[src/hw/rtl/soaa_pkg.sv]
`default_nettype none
package soaa_pkg;

    localparam int unsigned POS_W   = 24;
    localparam int unsigned RAD_W   = 14;
    localparam int unsigned ELEM_W  = 3;
    localparam int unsigned NORM_W  = 24;
    localparam int unsigned SUM_W   = 48;
    localparam int unsigned RAW_W   = 40;
    localparam int unsigned OUTN_W  = 32;
    localparam int unsigned CFG_IDX_W = 3;
    localparam int unsigned CFG_DAT_W = 24;

    // shared divider geometry
    localparam int unsigned DIV_Q_W    = 64;
    localparam int unsigned DIV_D_W    = 25;
    localparam int unsigned DIV_STEP_W = 6;

    // integer square root geometry
    localparam int unsigned SQ_IN_W   = 50;
    localparam int unsigned SQ_OUT_W  = 25;
    localparam int unsigned SQ_CNT_W  = 5;

    localparam logic [17:0] PI_Q16     = 18'd205887;
    localparam logic [19:0] FOUR_PI_Q16 = 20'd823548;

    localparam logic [ELEM_W-1:0] ELEM_C = 3'd1;
    localparam logic [ELEM_W-1:0] ELEM_O = 3'd2;
    localparam logic [ELEM_W-1:0] ELEM_N = 3'd3;
    localparam logic [ELEM_W-1:0] ELEM_S = 3'd4;
    localparam logic [ELEM_W-1:0] ELEM_P = 3'd5;
    localparam logic [ELEM_W-1:0] ELEM_H = 3'd6;

    localparam logic [CFG_IDX_W-1:0] REG_RADIUS_C = 3'd0;
    localparam logic [CFG_IDX_W-1:0] REG_RADIUS_O = 3'd1;
    localparam logic [CFG_IDX_W-1:0] REG_RADIUS_N = 3'd2;
    localparam logic [CFG_IDX_W-1:0] REG_RADIUS_S = 3'd3;
    localparam logic [CFG_IDX_W-1:0] REG_RADIUS_P = 3'd4;
    localparam logic [CFG_IDX_W-1:0] REG_RADIUS_H = 3'd5;
    localparam logic [CFG_IDX_W-1:0] REG_NORM     = 3'd6;

    typedef struct packed {
        logic                  start;
        logic [DIV_STEP_W-1:0] steps;
    } div_req_t;

endpackage
`default_nettype wire

[src/hw/rtl/soaa_divider.sv]
`default_nettype none
module soaa_divider (
    input  wire logic                              clk,
    input  wire logic                              rst_n,
    input  wire soaa_pkg::div_req_t                req,
    input  wire logic [soaa_pkg::DIV_D_W-1:0]      r_init,
    input  wire logic [soaa_pkg::DIV_Q_W-1:0]      q_init,
    input  wire logic [soaa_pkg::DIV_D_W-1:0]      divisor,
    output logic [soaa_pkg::DIV_Q_W-1:0]           quotient,
    output logic                                   done
);
    logic [soaa_pkg::DIV_D_W-1:0]    rem_reg;
    logic [soaa_pkg::DIV_Q_W-1:0]    q_reg;
    logic [soaa_pkg::DIV_D_W-1:0]    d_reg;
    logic [soaa_pkg::DIV_STEP_W-1:0] cnt_reg;
    logic                            busy_reg;
    logic                            done_reg;

    logic [soaa_pkg::DIV_D_W:0] shifted;
    logic [soaa_pkg::DIV_D_W:0] trial;
    logic                       fits;

    assign shifted = {rem_reg, q_reg[soaa_pkg::DIV_Q_W-1]};
    assign trial   = shifted - {1'b0, d_reg};
    assign fits    = shifted >= {1'b0, d_reg};

    always_ff @(posedge clk or negedge rst_n)
    begin
        if (!rst_n)
        begin
            busy_reg <= 1'b0;
            done_reg <= 1'b0;
            cnt_reg  <= '0;
        end
        else
        begin
            done_reg <= 1'b0;
            if (req.start)
            begin
                rem_reg  <= r_init;
                q_reg    <= q_init;
                d_reg    <= divisor;
                cnt_reg  <= req.steps;
                busy_reg <= 1'b1;
            end
            else if (busy_reg)
            begin
                // one restoring step per cycle
                if (fits)
                begin
                    rem_reg <= trial[soaa_pkg::DIV_D_W-1:0];
                    q_reg   <= {q_reg[soaa_pkg::DIV_Q_W-2:0], 1'b1};
                end
                else
                begin
                    rem_reg <= shifted[soaa_pkg::DIV_D_W-1:0];
                    q_reg   <= {q_reg[soaa_pkg::DIV_Q_W-2:0], 1'b0};
                end
                cnt_reg <= cnt_reg - 1'b1;
                if (cnt_reg == soaa_pkg::DIV_STEP_W'(1))
                begin
                    busy_reg <= 1'b0;
                    done_reg <= 1'b1;
                end
            end
        end
    end

    assign quotient = q_reg;
    assign done     = done_reg;
endmodule
`default_nettype wire

[src/hw/rtl/soaa_sqrt.sv]
`default_nettype none
module soaa_sqrt (
    input  wire logic                            clk,
    input  wire logic                            rst_n,
    input  wire logic                            start,
    input  wire logic [soaa_pkg::SQ_IN_W-1:0]    radicand,
    output logic [soaa_pkg::SQ_OUT_W-1:0]        root,
    output logic                                 done
);
    localparam int unsigned REM_W = soaa_pkg::SQ_OUT_W + 1;

    logic [soaa_pkg::SQ_IN_W-1:0]  rad_reg;
    logic [REM_W-1:0]              rem_reg;
    logic [soaa_pkg::SQ_OUT_W-1:0] root_reg;
    logic [soaa_pkg::SQ_CNT_W-1:0] cnt_reg;
    logic                          busy_reg;
    logic                          done_reg;

    logic [REM_W+1:0] rem2;
    logic [REM_W+1:0] trial;
    logic             fits;

    assign rem2  = {rem_reg, rad_reg[soaa_pkg::SQ_IN_W-1 -: 2]};
    assign trial = (REM_W + 2)'({root_reg, 2'b01});
    assign fits  = rem2 >= trial;

    always_ff @(posedge clk or negedge rst_n)
    begin
        if (!rst_n)
        begin
            busy_reg <= 1'b0;
            done_reg <= 1'b0;
            cnt_reg  <= '0;
        end
        else
        begin
            done_reg <= 1'b0;
            if (start)
            begin
                rad_reg  <= radicand;
                rem_reg  <= '0;
                root_reg <= '0;
                cnt_reg  <= soaa_pkg::SQ_CNT_W'(soaa_pkg::SQ_OUT_W);
                busy_reg <= 1'b1;
            end
            else if (busy_reg)
            begin
                // two radicand bits per cycle
                rad_reg <= {rad_reg[soaa_pkg::SQ_IN_W-3:0], 2'b00};
                if (fits)
                begin
                    rem_reg  <= REM_W'(rem2 - trial);
                    root_reg <= {root_reg[soaa_pkg::SQ_OUT_W-2:0], 1'b1};
                end
                else
                begin
                    rem_reg  <= REM_W'(rem2);
                    root_reg <= {root_reg[soaa_pkg::SQ_OUT_W-2:0], 1'b0};
                end
                cnt_reg <= cnt_reg - 1'b1;
                if (cnt_reg == soaa_pkg::SQ_CNT_W'(1))
                begin
                    busy_reg <= 1'b0;
                    done_reg <= 1'b1;
                end
            end
        end
    end

    assign root = root_reg;
    assign done = done_reg;
endmodule
`default_nettype wire

[src/hw/rtl/sphere_overlap_area_accumulator.sv]
`default_nettype none
// Sphere overlap area accumulator. One atom pair is taken per transfer on the in channel; the
// block is busy until that pair is folded into the running sum. A pair is skipped, found not
// to touch, found nested, or worked as a cap pair: one shared 32x32 multiplier is stepped
// through the squares and products, a radix-4 square root takes 25 steps and a shared
// restoring divider takes 40 steps for the cap area. A last pair adds the 32-step normalising
// division before the result is loaded into the output register, or skips it when the
// quotient saturates; the next pair is taken while that result waits on the out channel.
// Configuration writes are always ready and take effect at once.
module sphere_overlap_area_accumulator #(
    parameter int FRAC_BITS = 12
) (
    input  wire logic                                clk,
    input  wire logic                                rst_n,
    input  wire logic                                in_valid,
    output logic                                     in_ready,
    input  wire logic signed [soaa_pkg::POS_W-1:0]   pos_a_x,
    input  wire logic signed [soaa_pkg::POS_W-1:0]   pos_a_y,
    input  wire logic signed [soaa_pkg::POS_W-1:0]   pos_a_z,
    input  wire logic signed [soaa_pkg::POS_W-1:0]   pos_b_x,
    input  wire logic signed [soaa_pkg::POS_W-1:0]   pos_b_y,
    input  wire logic signed [soaa_pkg::POS_W-1:0]   pos_b_z,
    input  wire logic [soaa_pkg::ELEM_W-1:0]         element_a,
    input  wire logic [soaa_pkg::ELEM_W-1:0]         element_b,
    input  wire logic [soaa_pkg::RAD_W-1:0]          override_a,
    input  wire logic [soaa_pkg::RAD_W-1:0]          override_b,
    input  wire logic                                same_atom,
    input  wire logic                                last_pair,
    output logic                                     out_valid,
    input  wire logic                                out_ready,
    output logic [soaa_pkg::RAW_W-1:0]               raw_area_sum,
    output logic [soaa_pkg::OUTN_W-1:0]              normalised_overlap,
    input  wire logic                                cfg_valid,
    output logic                                     cfg_ready,
    input  wire logic [soaa_pkg::CFG_IDX_W-1:0]      cfg_index,
    input  wire logic [soaa_pkg::CFG_DAT_W-1:0]      cfg_data
);
    localparam longint SCALE   = longint'(1) << FRAC_BITS;
    localparam longint RC_RAW  = (170 * SCALE + 50) / 100;
    localparam longint RO_RAW  = (152 * SCALE + 50) / 100;
    localparam longint RN_RAW  = (155 * SCALE + 50) / 100;
    localparam longint RS_RAW  = (180 * SCALE + 50) / 100;
    localparam longint RH_RAW  = (109 * SCALE + 50) / 100;
    localparam longint RAD_MAX = 16383;
    localparam logic [13:0] RC_RST = 14'(RC_RAW > RAD_MAX ? RAD_MAX : RC_RAW);
    localparam logic [13:0] RO_RST = 14'(RO_RAW > RAD_MAX ? RAD_MAX : RO_RAW);
    localparam logic [13:0] RN_RST = 14'(RN_RAW > RAD_MAX ? RAD_MAX : RN_RAW);
    localparam logic [13:0] RS_RST = 14'(RS_RAW > RAD_MAX ? RAD_MAX : RS_RAW);
    localparam logic [13:0] RH_RST = 14'(RH_RAW > RAD_MAX ? RAD_MAX : RH_RAW);
    localparam longint NORM_RAW = FRAC_BITS >= 12 ? (longint'(148760) << (FRAC_BITS - 12))
                                                  : (longint'(148760) >> (12 - FRAC_BITS));
    localparam logic [23:0] NORM_RST = 24'(NORM_RAW);
    localparam int AREA_SHIFT = 16 + FRAC_BITS;

    typedef enum logic [4:0] {
        S_IDLE, S_DX, S_DY, S_DZ, S_SUMSQ, S_DIFSQ, S_TEST, S_RR, S_FP, S_FS,
        S_SQ_START, S_SQ_WAIT, S_T2, S_RB2, S_NCHK, S_RP, S_RPN, S_DV_START, S_DV_WAIT,
        S_ACC, S_NM_START, S_NM_WAIT, S_EMIT
    } state_t;

    state_t state_reg;

    logic [13:0] rad_c_reg, rad_o_reg, rad_n_reg, rad_s_reg, rad_p_reg, rad_h_reg;
    logic [23:0] norm_reg;

    logic [13:0] ra_reg, rb_reg;
    logic [24:0] dx_reg, dy_reg, dz_reg;
    logic        last_reg;
    logic [49:0] s_reg;
    logic [63:0] prod_reg;
    logic        contact_reg;
    logic [49:0] tsq_reg;
    logic [24:0] d_reg;
    logic [27:0] n_reg;
    logic [47:0] area_reg;
    logic [47:0] sum_reg;
    logic [31:0] nres_reg;
    logic        out_valid_reg;
    logic [39:0] raw_out_reg;
    logic [31:0] norm_out_reg;

    // radius select
    function automatic logic [13:0] pick(input logic [2:0] elem, input logic [13:0] ovr,
                                         input logic [13:0] rc, input logic [13:0] ro,
                                         input logic [13:0] rn, input logic [13:0] rs,
                                         input logic [13:0] rp, input logic [13:0] rh);
        logic [13:0] r;
        r = '0;
        if (ovr != '0)
            r = ovr;
        else
        begin
            case (elem)
                soaa_pkg::ELEM_C: r = rc;
                soaa_pkg::ELEM_O: r = ro;
                soaa_pkg::ELEM_N: r = rn;
                soaa_pkg::ELEM_S: r = rs;
                soaa_pkg::ELEM_P: r = rp;
                soaa_pkg::ELEM_H: r = rh;
                default:          r = '0;
            endcase
        end
        return r;
    endfunction

    function automatic logic [24:0] absdiff(input logic signed [23:0] a,
                                            input logic signed [23:0] b);
        logic signed [24:0] d;
        d = 25'(a) - 25'(b);
        return d[24] ? 25'(-d) : 25'(d);
    endfunction

    // shared multiplier
    logic [31:0] mul_a, mul_b;
    logic [63:0] mul_p;
    logic [14:0] rsum;
    logic [13:0] rdiff;
    logic [13:0] rmin;
    logic signed [25:0] t_val;
    logic [24:0] t_abs;

    assign rsum  = {1'b0, ra_reg} + {1'b0, rb_reg};
    assign rdiff = (ra_reg > rb_reg) ? (ra_reg - rb_reg) : (rb_reg - ra_reg);
    assign rmin  = (ra_reg < rb_reg) ? ra_reg : rb_reg;
    assign t_val = $signed({1'b0, d_reg}) - $signed({12'b0, ra_reg});
    assign t_abs = t_val[25] ? 25'(-t_val) : t_val[24:0];

    always_comb
    begin
        mul_a = '0;
        mul_b = '0;
        case (state_reg)
            S_DX:    begin mul_a = 32'(dx_reg);        mul_b = 32'(dx_reg); end
            S_DY:    begin mul_a = 32'(dy_reg);        mul_b = 32'(dy_reg); end
            S_DZ:    begin mul_a = 32'(dz_reg);        mul_b = 32'(dz_reg); end
            S_SUMSQ: begin mul_a = 32'(rsum);          mul_b = 32'(rsum); end
            S_DIFSQ: begin mul_a = 32'(rdiff);         mul_b = 32'(rdiff); end
            S_RR:    begin mul_a = 32'(rmin);          mul_b = 32'(rmin); end
            S_FP:    begin mul_a = 32'(prod_reg[27:0]); mul_b = 32'(soaa_pkg::FOUR_PI_Q16); end
            S_T2:    begin mul_a = 32'(t_abs);         mul_b = 32'(t_abs); end
            S_RB2:   begin mul_a = 32'(rb_reg);        mul_b = 32'(rb_reg); end
            S_RP:    begin mul_a = 32'(ra_reg);        mul_b = 32'(soaa_pkg::PI_Q16); end
            S_RPN:   begin mul_a = prod_reg[31:0];     mul_b = 32'(n_reg); end
            default: begin mul_a = '0;                 mul_b = '0; end
        endcase
    end

    assign mul_p = 64'(mul_a) * 64'(mul_b);

    // square root and divider
    logic [24:0] sq_root;
    logic        sq_done;

    soaa_sqrt u_sqrt (
        .clk      (clk),
        .rst_n    (rst_n),
        .start    (state_reg == S_SQ_START),
        .radicand (s_reg),
        .root     (sq_root),
        .done     (sq_done)
    );

    logic                norm_sat;
    soaa_pkg::div_req_t  div_req;
    logic [24:0]         div_r_init;
    logic [63:0]         div_q_init;
    logic [24:0]         div_divisor;
    logic [63:0]         div_quot;
    logic                div_done;
    logic [63:0]         cap_num;

    assign norm_sat = (norm_reg == '0) || (sum_reg >= {norm_reg, 16'b0});
    assign cap_num  = prod_reg >> AREA_SHIFT;

    always_comb
    begin
        div_req     = '0;
        div_r_init  = '0;
        div_q_init  = '0;
        div_divisor = d_reg;
        if (state_reg == S_DV_START)
        begin
            div_req.start = 1'b1;
            div_req.steps = soaa_pkg::DIV_STEP_W'(40);
            div_q_init    = {cap_num[39:0], 24'b0};
        end
        else if (state_reg == S_NM_START)
        begin
            div_req.start = !norm_sat;
            div_req.steps = soaa_pkg::DIV_STEP_W'(32);
            div_r_init    = sum_reg[40:16];
            div_q_init    = {sum_reg[15:0], 48'b0};
            div_divisor   = {1'b0, norm_reg};
        end
    end

    soaa_divider u_div (
        .clk      (clk),
        .rst_n    (rst_n),
        .req      (div_req),
        .r_init   (div_r_init),
        .q_init   (div_q_init),
        .divisor  (div_divisor),
        .quotient (div_quot),
        .done     (div_done)
    );

    logic [48:0] sum_add;
    assign sum_add = {1'b0, sum_reg} + {1'b0, area_reg};

    always_ff @(posedge clk or negedge rst_n)
    begin
        if (!rst_n)
        begin
            state_reg     <= S_IDLE;
            rad_c_reg     <= RC_RST;
            rad_o_reg     <= RO_RST;
            rad_n_reg     <= RN_RST;
            rad_s_reg     <= RS_RST;
            rad_p_reg     <= RS_RST;
            rad_h_reg     <= RH_RST;
            norm_reg      <= NORM_RST;
            sum_reg       <= '0;
            out_valid_reg <= 1'b0;
        end
        else
        begin
            if (cfg_valid)
            begin
                case (cfg_index)
                    soaa_pkg::REG_RADIUS_C: rad_c_reg <= cfg_data[13:0];
                    soaa_pkg::REG_RADIUS_O: rad_o_reg <= cfg_data[13:0];
                    soaa_pkg::REG_RADIUS_N: rad_n_reg <= cfg_data[13:0];
                    soaa_pkg::REG_RADIUS_S: rad_s_reg <= cfg_data[13:0];
                    soaa_pkg::REG_RADIUS_P: rad_p_reg <= cfg_data[13:0];
                    soaa_pkg::REG_RADIUS_H: rad_h_reg <= cfg_data[13:0];
                    soaa_pkg::REG_NORM:     norm_reg  <= cfg_data;
                    default: ;
                endcase
            end

            if (out_valid_reg && out_ready)
                out_valid_reg <= 1'b0;

            case (state_reg)
                S_IDLE:
                begin
                    if (in_valid)
                    begin
                        ra_reg   <= pick(element_a, override_a, rad_c_reg, rad_o_reg,
                                         rad_n_reg, rad_s_reg, rad_p_reg, rad_h_reg);
                        rb_reg   <= pick(element_b, override_b, rad_c_reg, rad_o_reg,
                                         rad_n_reg, rad_s_reg, rad_p_reg, rad_h_reg);
                        dx_reg   <= absdiff(pos_a_x, pos_b_x);
                        dy_reg   <= absdiff(pos_a_y, pos_b_y);
                        dz_reg   <= absdiff(pos_a_z, pos_b_z);
                        last_reg <= last_pair;
                        area_reg <= '0;
                        state_reg <= same_atom ? S_ACC : S_DX;
                    end
                end
                S_DX:
                begin
                    prod_reg  <= mul_p;
                    state_reg <= S_DY;
                end
                S_DY:
                begin
                    s_reg     <= prod_reg[49:0];
                    prod_reg  <= mul_p;
                    state_reg <= S_DZ;
                end
                S_DZ:
                begin
                    s_reg     <= s_reg + prod_reg[49:0];
                    prod_reg  <= mul_p;
                    state_reg <= S_SUMSQ;
                end
                S_SUMSQ:
                begin
                    s_reg     <= s_reg + prod_reg[49:0];
                    prod_reg  <= mul_p;
                    state_reg <= S_DIFSQ;
                end
                S_DIFSQ:
                begin
                    contact_reg <= prod_reg > 64'(s_reg);
                    prod_reg    <= mul_p;
                    state_reg   <= S_TEST;
                end
                S_TEST:
                begin
                    if (!contact_reg)
                        state_reg <= S_ACC;
                    else if (prod_reg > 64'(s_reg) || s_reg == '0)
                        state_reg <= S_RR;
                    else
                        state_reg <= S_SQ_START;
                end
                S_RR:
                begin
                    prod_reg  <= mul_p;
                    state_reg <= S_FP;
                end
                S_FP:
                begin
                    prod_reg  <= mul_p;
                    state_reg <= S_FS;
                end
                S_FS:
                begin
                    area_reg  <= 48'(prod_reg >> AREA_SHIFT);
                    state_reg <= S_ACC;
                end
                S_SQ_START:
                begin
                    state_reg <= S_SQ_WAIT;
                end
                S_SQ_WAIT:
                begin
                    if (sq_done)
                    begin
                        d_reg     <= sq_root;
                        state_reg <= S_T2;
                    end
                end
                S_T2:
                begin
                    prod_reg  <= mul_p;
                    state_reg <= S_RB2;
                end
                S_RB2:
                begin
                    tsq_reg   <= prod_reg[49:0];
                    prod_reg  <= mul_p;
                    state_reg <= S_NCHK;
                end
                S_NCHK:
                begin
                    // cap height not positive: nothing buried
                    if (64'(tsq_reg) >= prod_reg)
                        state_reg <= S_ACC;
                    else
                    begin
                        n_reg     <= 28'(prod_reg - 64'(tsq_reg));
                        state_reg <= S_RP;
                    end
                end
                S_RP:
                begin
                    prod_reg  <= mul_p;
                    state_reg <= S_RPN;
                end
                S_RPN:
                begin
                    prod_reg  <= mul_p;
                    state_reg <= S_DV_START;
                end
                S_DV_START:
                begin
                    state_reg <= S_DV_WAIT;
                end
                S_DV_WAIT:
                begin
                    if (div_done)
                    begin
                        area_reg  <= 48'(div_quot[39:0]);
                        state_reg <= S_ACC;
                    end
                end
                S_ACC:
                begin
                    sum_reg   <= sum_add[48] ? '1 : sum_add[47:0];
                    state_reg <= last_reg ? S_NM_START : S_IDLE;
                end
                S_NM_START:
                begin
                    if (norm_sat)
                    begin
                        nres_reg  <= '1;
                        state_reg <= S_EMIT;
                    end
                    else
                        state_reg <= S_NM_WAIT;
                end
                S_NM_WAIT:
                begin
                    if (div_done)
                    begin
                        nres_reg  <= div_quot[31:0];
                        state_reg <= S_EMIT;
                    end
                end
                S_EMIT:
                begin
                    if (!out_valid_reg || out_ready)
                    begin
                        raw_out_reg   <= (sum_reg[47:40] != '0) ? '1 : sum_reg[39:0];
                        norm_out_reg  <= nres_reg;
                        out_valid_reg <= 1'b1;
                        sum_reg       <= '0;
                        state_reg     <= S_IDLE;
                    end
                end
                default:
                begin
                    state_reg <= S_IDLE;
                end
            endcase
        end
    end

    assign in_ready           = (state_reg == S_IDLE);
    assign cfg_ready          = 1'b1;
    assign out_valid          = out_valid_reg;
    assign raw_area_sum       = raw_out_reg;
    assign normalised_overlap = norm_out_reg;
endmodule
`default_nettype wire

[config.mk]
export PLATFORM = sky130hd
export DESIGN_NAME = sphere_overlap_area_accumulator
export DESIGN_NICKNAME = d
export VERILOG_FILES = /design/src/hw/rtl/soaa_pkg.sv /design/src/hw/rtl/soaa_divider.sv /design/src/hw/rtl/soaa_sqrt.sv /design/src/hw/rtl/sphere_overlap_area_accumulator.sv
export SDC_FILE = /design/constraint.sdc
export NUM_CORES = 2
export LEC_CHECK = 0
export BUFFER_PORTS_ARGS = -buffer_cell sky130_fd_sc_hd__buf_2
export CORE_MARGIN = 3
export CORE_UTILIZATION = 55
export DETAILED_ROUTE_END_ITERATION = 10
export PLACE_DENSITY_LB_ADDON = 0.3
export SKIP_LAST_GASP = 1
export SLEW_MARGIN = 20
export SYNTH_ARGS = -nofsm -noshare
export SYNTH_HDL_FRONTEND = slang
export SYNTH_SLANG_ARGS = --single-unit
export TNS_END_PERCENT = 1
[constraint.sdc]
create_clock -name clk -period 13.66 [get_ports clk]
set_input_delay 0.683 -clock clk [delete_from_list [all_inputs] [get_ports clk]]
set_output_delay 0.683 -clock clk [all_outputs]
set_load 0.02 [all_outputs]
Word-level counts from Yosys, hierarchy flattened

Index checks and enable logic that the tools add are counted.

$add $sub $neg: 18
Multiply operators: 1
Reductions and logical operators: 43
Eq/ne operators: 48
Order comparisons: 7
Bitwise operators: 1
Multiplexer cells: 73

Operator list:

| operator         | number |
|---|---|
| $pmux 32 s11     | 1 |
| $pmux 28 s11     | 1 |
| $mux 64          | 4 |
| $mux 25          | 9 |
| $mux 48          | 4 |
| $pmux 14 s6      | 2 |
| $pmux 48 s3      | 1 |
| $pmux 5 s23      | 1 |
| $mux 50          | 2 |
| $neg 25->25      | 4 |
| $pmux 50 s2      | 1 |
| $pmux 48 s2      | 1 |
| $sub 24x24->25   | 3 |
| $mux 24          | 3 |
| $ge 50x64->1     | 1 |
| $gt 64x50->1     | 1 |
| $mul 32x32->64   | 1 |
| $mux 32          | 2 |
| $pmux 32 s2      | 1 |
| $mux 14          | 4 |
| $mux 5           | 11 |
| $mux 26          | 2 |
| $add 50x50->50   | 1 |
| $logic_not 50->1 | 1 |
| other kinds (47) | 129 |

Register bits after elaboration: 866
Output and inout port bits: 75
Logic and storage cells: 232
Bits of input ports: 212

Logic depth before layout (Yosys ltp)

Word-level depth: 7
Gate-level depth with buffers: 46
Depth with buffers taken out: 43

Modules after synthesis

From an unflattened synthesis, not the netlist that was laid out.

Cell total of the unflattened synthesis: 9068
Area, all modules: 86287.8 µm²

By module, submodules not included:

| module                          | cells each | times used | area each (µm²) | seq. area each (µm²) |
|---|---|---|---|---|
| sphere_overlap_area_accumulator | 7964       | 1          | 72967.5         | 18077.3 |
| soaa_divider                    | 504        | 1          | 6686.4          | 3623.5 |
| soaa_sqrt                       | 600        | 1          | 6633.9          | 3208.1 |

Worst setup path before layout

Ideal clock, no wire load.

Path type: register to register
Start point: register ra_reg[1]
End point: register prod_reg[61], data pin
Library setup time: 264 ps
Buffers on the path: 2
Slack: 2982 ps
Required time: 13396 ps
Arrival: 10414 ps
Stages on the path, launching flop included: 39
Period minus slack after synthesis: 10678 ps
Cells stage by stage: edfxtp_1 -> inv_1 -> ha_1 -> nor2b_1 -> o21a_1 -> o21a_1 -> a21oi_1 -> a31oi_1 -> a2111oi_0 -> nor3_1 -> o41ai_1 -> o21ai_1 -> a211oi_1 -> clkbuf_1 -> nor2_1 -> fa_1 -> inv_1 -> fa_1 -> [... 3 more ...] -> fa_1 -> fa_1 -> inv_1 -> fa_1 -> inv_1 -> ha_1 -> clkbuf_1 -> and4_1 -> nand3_1 -> nor4_1 -> o211ai_1 -> a2111oi_0 -> o31ai_1 -> a211oi_1 -> nor2_1 -> o21ai_0 -> a221oi_1 -> xnor2_1

Cells in the longest elaborated chain, start to end: 5
Elaborated cells on any way between the ends: 13
Those cells by class: add/sub: 5; mul: 1; order compare: 2; mux: 5

Ends and longest elaborated chain:

| item                                                | line                                   | source |
|---|---|---|
| start: declaration                                  | sphere_overlap_area_accumulator.sv:66  | `logic [13:0] ra_reg, rb_reg;` |
| start signal: assignment                            | sphere_overlap_area_accumulator.sv:250 | `ra_reg <= pick(element_a, override_a, rad_c_reg, rad_o_reg,` |
| $sub 25x14->26                                      | sphere_overlap_area_accumulator.sv:125 | `assign t_val = $signed({1'b0, d_reg}) - $signed({12'b0, ra_reg});` |
| $neg 25->25                                         | sphere_overlap_area_accumulator.sv:126 | `assign t_abs = t_val[25] ? 25'(-t_val) : t_val[24:0];` |
| $mux 25                                             | sphere_overlap_area_accumulator.sv:126 |  |
| $pmux 32 s11 / $pmux 28 s11 (equally long branches) | sphere_overlap_area_accumulator.sv:132 | `case (state_reg)` |
| $mul 32x32->64 *                                    | sphere_overlap_area_accumulator.sv:148 | `assign mul_p = 64'(mul_a) * 64'(mul_b);` |
| named net mul_p[61]                                 | sphere_overlap_area_accumulator.sv:115 | `logic [63:0] mul_p;` |
| end signal: assignment                              | sphere_overlap_area_accumulator.sv:264 | `prod_reg <= mul_p;` |
| end signal: assignment                              | sphere_overlap_area_accumulator.sv:270 | `prod_reg <= mul_p;` |
| end signal: assignment                              | sphere_overlap_area_accumulator.sv:276 | `prod_reg <= mul_p;` |
| end: declaration                                    | sphere_overlap_area_accumulator.sv:70  | `logic [63:0] prod_reg;` |

The timed path passes the listed nets; every way through them passes the cells marked *.
A chain may end at the register's enable or synchronous reset.

Worst setup path in the final report

Start point: register ra_reg[9]
End point: register prod_reg[61], data pin

Same word-level chain as after synthesis.

==> run summary <==
Final cycle utilization of the critical path: 95.3%
Synth top area cells: edfxtp_1, fa_1, ha_1
Crit path largest cell delay: 0.91 ns
Seq cells post-synth: 857
Post-DP HPWL: 207,000 µm
CP startpoint kind: flop
Met2 global-route usage: 51.5%
Slew @ Worst Pin: 1.21 ns
WL/cell: 23.7 µm
Fin Setup TNS: 0 ns
Worst-Skew Late Latency: 0.74 ns
# nets final: 10,750
Slowest CP cell: a221oi_2
Worst EP required: 14.14 ns
Type of the worst setup path: reg2reg
Primary FF master, synth: edfxtp_1
Max-slew violation count: 0
Worst reg-to-reg path cell count: 40
Die ar.: 158,000 µm²
Yosys synthesis warning count: 0
Number of global-route vias before repair: 67,581
Share of layout cells above drive strength 1: 10.4%
Post-DR vias/cell: 6.08
Final wirelength: 266,000 µm
Syn-to-layout area delta: 8.76%
R2R Path Start: ra_reg[9]$_DFFE_PP_
GRT overflow: 0
WP data arrival: 13.49 ns
# DRC: 0
Number of distinct library cells after synthesis: 93
TritonCTS clock tree: done
DR pass1 iterations: 8
Width of the die: 397 µm
Worst r2r dst: prod_reg[61]$_DFFE_PP_
Status: finished, final reports clean
Min Hold Slack: 0.195 ns
Gr usage total: 33.5%
Global Route met1 Usage: 45.2%
Clk slew on worst S/H paths: 0.06 ns
Top cell type's share of synthesized area: 24.3%
Yosys top cell by area: edfxtp_1
Max-slew headroom: 19.1%
Synthesized area per cell: 9.41 µm²
Clk_skew: 0.0758 ns
Via count of the routed design: 68,089
Gpl congestion: 1.03
Die H: 397 µm
Cts bufs inserted: 96
Sink Count: 857
Root Buffer: clkbuf_16
Initial Util: 55.8%
Max-Cap Viols: 0
Critical Path Source: ra_reg[9]$_DFFE_PP_
Asr flop ratio synth: 20.7%
Highest clock rate: 76.8 MHz
CP endpoint: prod_reg[61]$_DFFE_PP_
Cell Area, Synth: 84,100 µm²
Seq/Total Area, Yosys: 29.6%
Synth Instances: 8,935
Initial antenna violation count: 10
Most Frequent Cell on Critical Path: fa_1
First-pass GRT wire length: 405,000 µm
Crit. End Element: flop
Max reg flops: 64
Initial drt markers: 7,211
Final setup violation count: 0
Clock buffer depth: 3
Synth top cells by count: inv_1, nand2_1, fa_1
R2r setup slk: 0.65 ns
Antenna Nets Post-Route: 0
Boundary Pins: 287
Site Rows: 142
EDFF count, synth: 680
Fill count: 12,604
Worst hold start: cfg_data[21]
Max Fanout on Critical Path: 12
GR Layer Usage met3: 8.59%
Core Region: 151,000 µm²
Post-CTS Setup Repair Bufs: 0
Top-count cell post-synth: inv_1
Most Used Layer, Global Route: met2
Largest net degree at the start of global routing: 115
RSZ-0062 raised after global routing: false
Hold WC Path Type: in2reg
Fin crit period: 13.01 ns
Syn Nets: 10,590
Hold Fails Final Rpt: 0
CTS H-tree depth: 3
IO buf count: 285
[metrics by stage]
| step | worst slack (ns) | instance area (µm²) | util, % | std cells |
|---|---|---|---|---|
| 2_1_floorplan | 2.98 | 84100 | - | 8935 |
| 3_3_place_gp | 1.16 | 88000 | 58.4 | 11008 |
| 3_5_place_dp | 0.960 | 88000 | 58.4 | 11008 |
| 4_1_cts | 0.989 | 91300 | 60.6 | 11190 |
| 5_1_grt | 0.181 | 91500 | 60.6 | 11195 |
| 6_report | 0.647 | 91500 | 60.6 | 11201 |
[worst max-delay path, delay by kind of cell (launching register included)]
kind | cells | cell delay [ns]
flops | 1 | 0.46
simple gates | 10 | 2.73
fa+ha+maj | 9 | 4.21
mux | 1 | 0.41
compound gates | 10 | 3.67
buf+inv | 9 | 1.18
xor+xnor | 1 | 0.14
[repair_timing]
action | in CTS | in global routing
gates resized for setup | 0 | 0
hold endpoints to repair | 49 | 0
hold buffers | 1 | 0
[area by class of cell]
type	count	area [µm²]	share of cell area, %
antenna	7	17.5	0.0192
tap	2016	2520	2.76
clock inverter	66	704	0.770
clock buffer	115	2590	2.83
timing repair buffer	449	2730	2.98
multi-input combinational	6297	52800	57.7
sequential	857	24900	27.2
inverter	1394	5230	5.72
[routing by layer]
metal,wire length (µm),share of wire [%]
met1,107000,40
met3,29400,11
met5,77,0.029
met2,116000,44
met4,13100,4.9
[kinds of logic after synthesis]
| group | after synthesis | share of synthesized area, % |
|---|---|---|
| AOI/OAI and AO/OA | 1766 | 13.7 |
| xor gates and xnor gates | 369 | 3.84 |
| adders and majority gates | 1443 | 28.5 |
| buffers and inverters | 1781 | 8.05 |
| DFF | 857 | 29.6 |
| muxes | 212 | 2.72 |
| other | 1 | 0.00446 |
| and+or+nand+nor | 2506 | 13.5 |
[worst min path at each step]
| stage | to | slack, ns | cells after the start |
|---|---|---|---|
| final | norm_reg[21]$_DFFE_PN0P_ | 0.20 | 2 |
| after CTS | norm_reg[21]$_DFFE_PN0P_ | 0.15 | 2 |
| after floorplan | norm_reg[0]$_DFFE_PN0P_ | 0.39 | 0 |
| after global placement | normalised_overlap[10]$_DFFE_PP_ | 0.40 | 0 |
| after global routing | norm_reg[22]$_DFFE_PN0P_ | 0.18 | 2 |
| after detailed placement | normalised_overlap[24]$_DFFE_PP_ | 0.40 | 0 |
[layout by cell type (no fill, tap or decap), types with 53 or more instances in the layout]
master	count
nor4_1	73
a21o_1	217
xnor2_1	250
nor2_1	758
clkbuf_16	100
fa_1	791
nand4_1	58
xor2_1	119
and2_1	67
o21bai_1	63
nand3_1	87
inv_1	1392
dfrtp_1	128
buf_2	284
or3_1	53
nor3_1	105
nor2b_1	87
o21ai_0	323
or2_2	74
edfxtp_1	680
a211oi_1	64
mux2_2	125
nand2_1	908
a21oi_1	503
mux2i_1	86
buf_4	159
ha_1	652
a31oi_1	63
nand2b_1	89
Power is left out: the tool's default activity adds up to more than one toggle a clock period on the data nets, which glitch-free logic cannot reach.
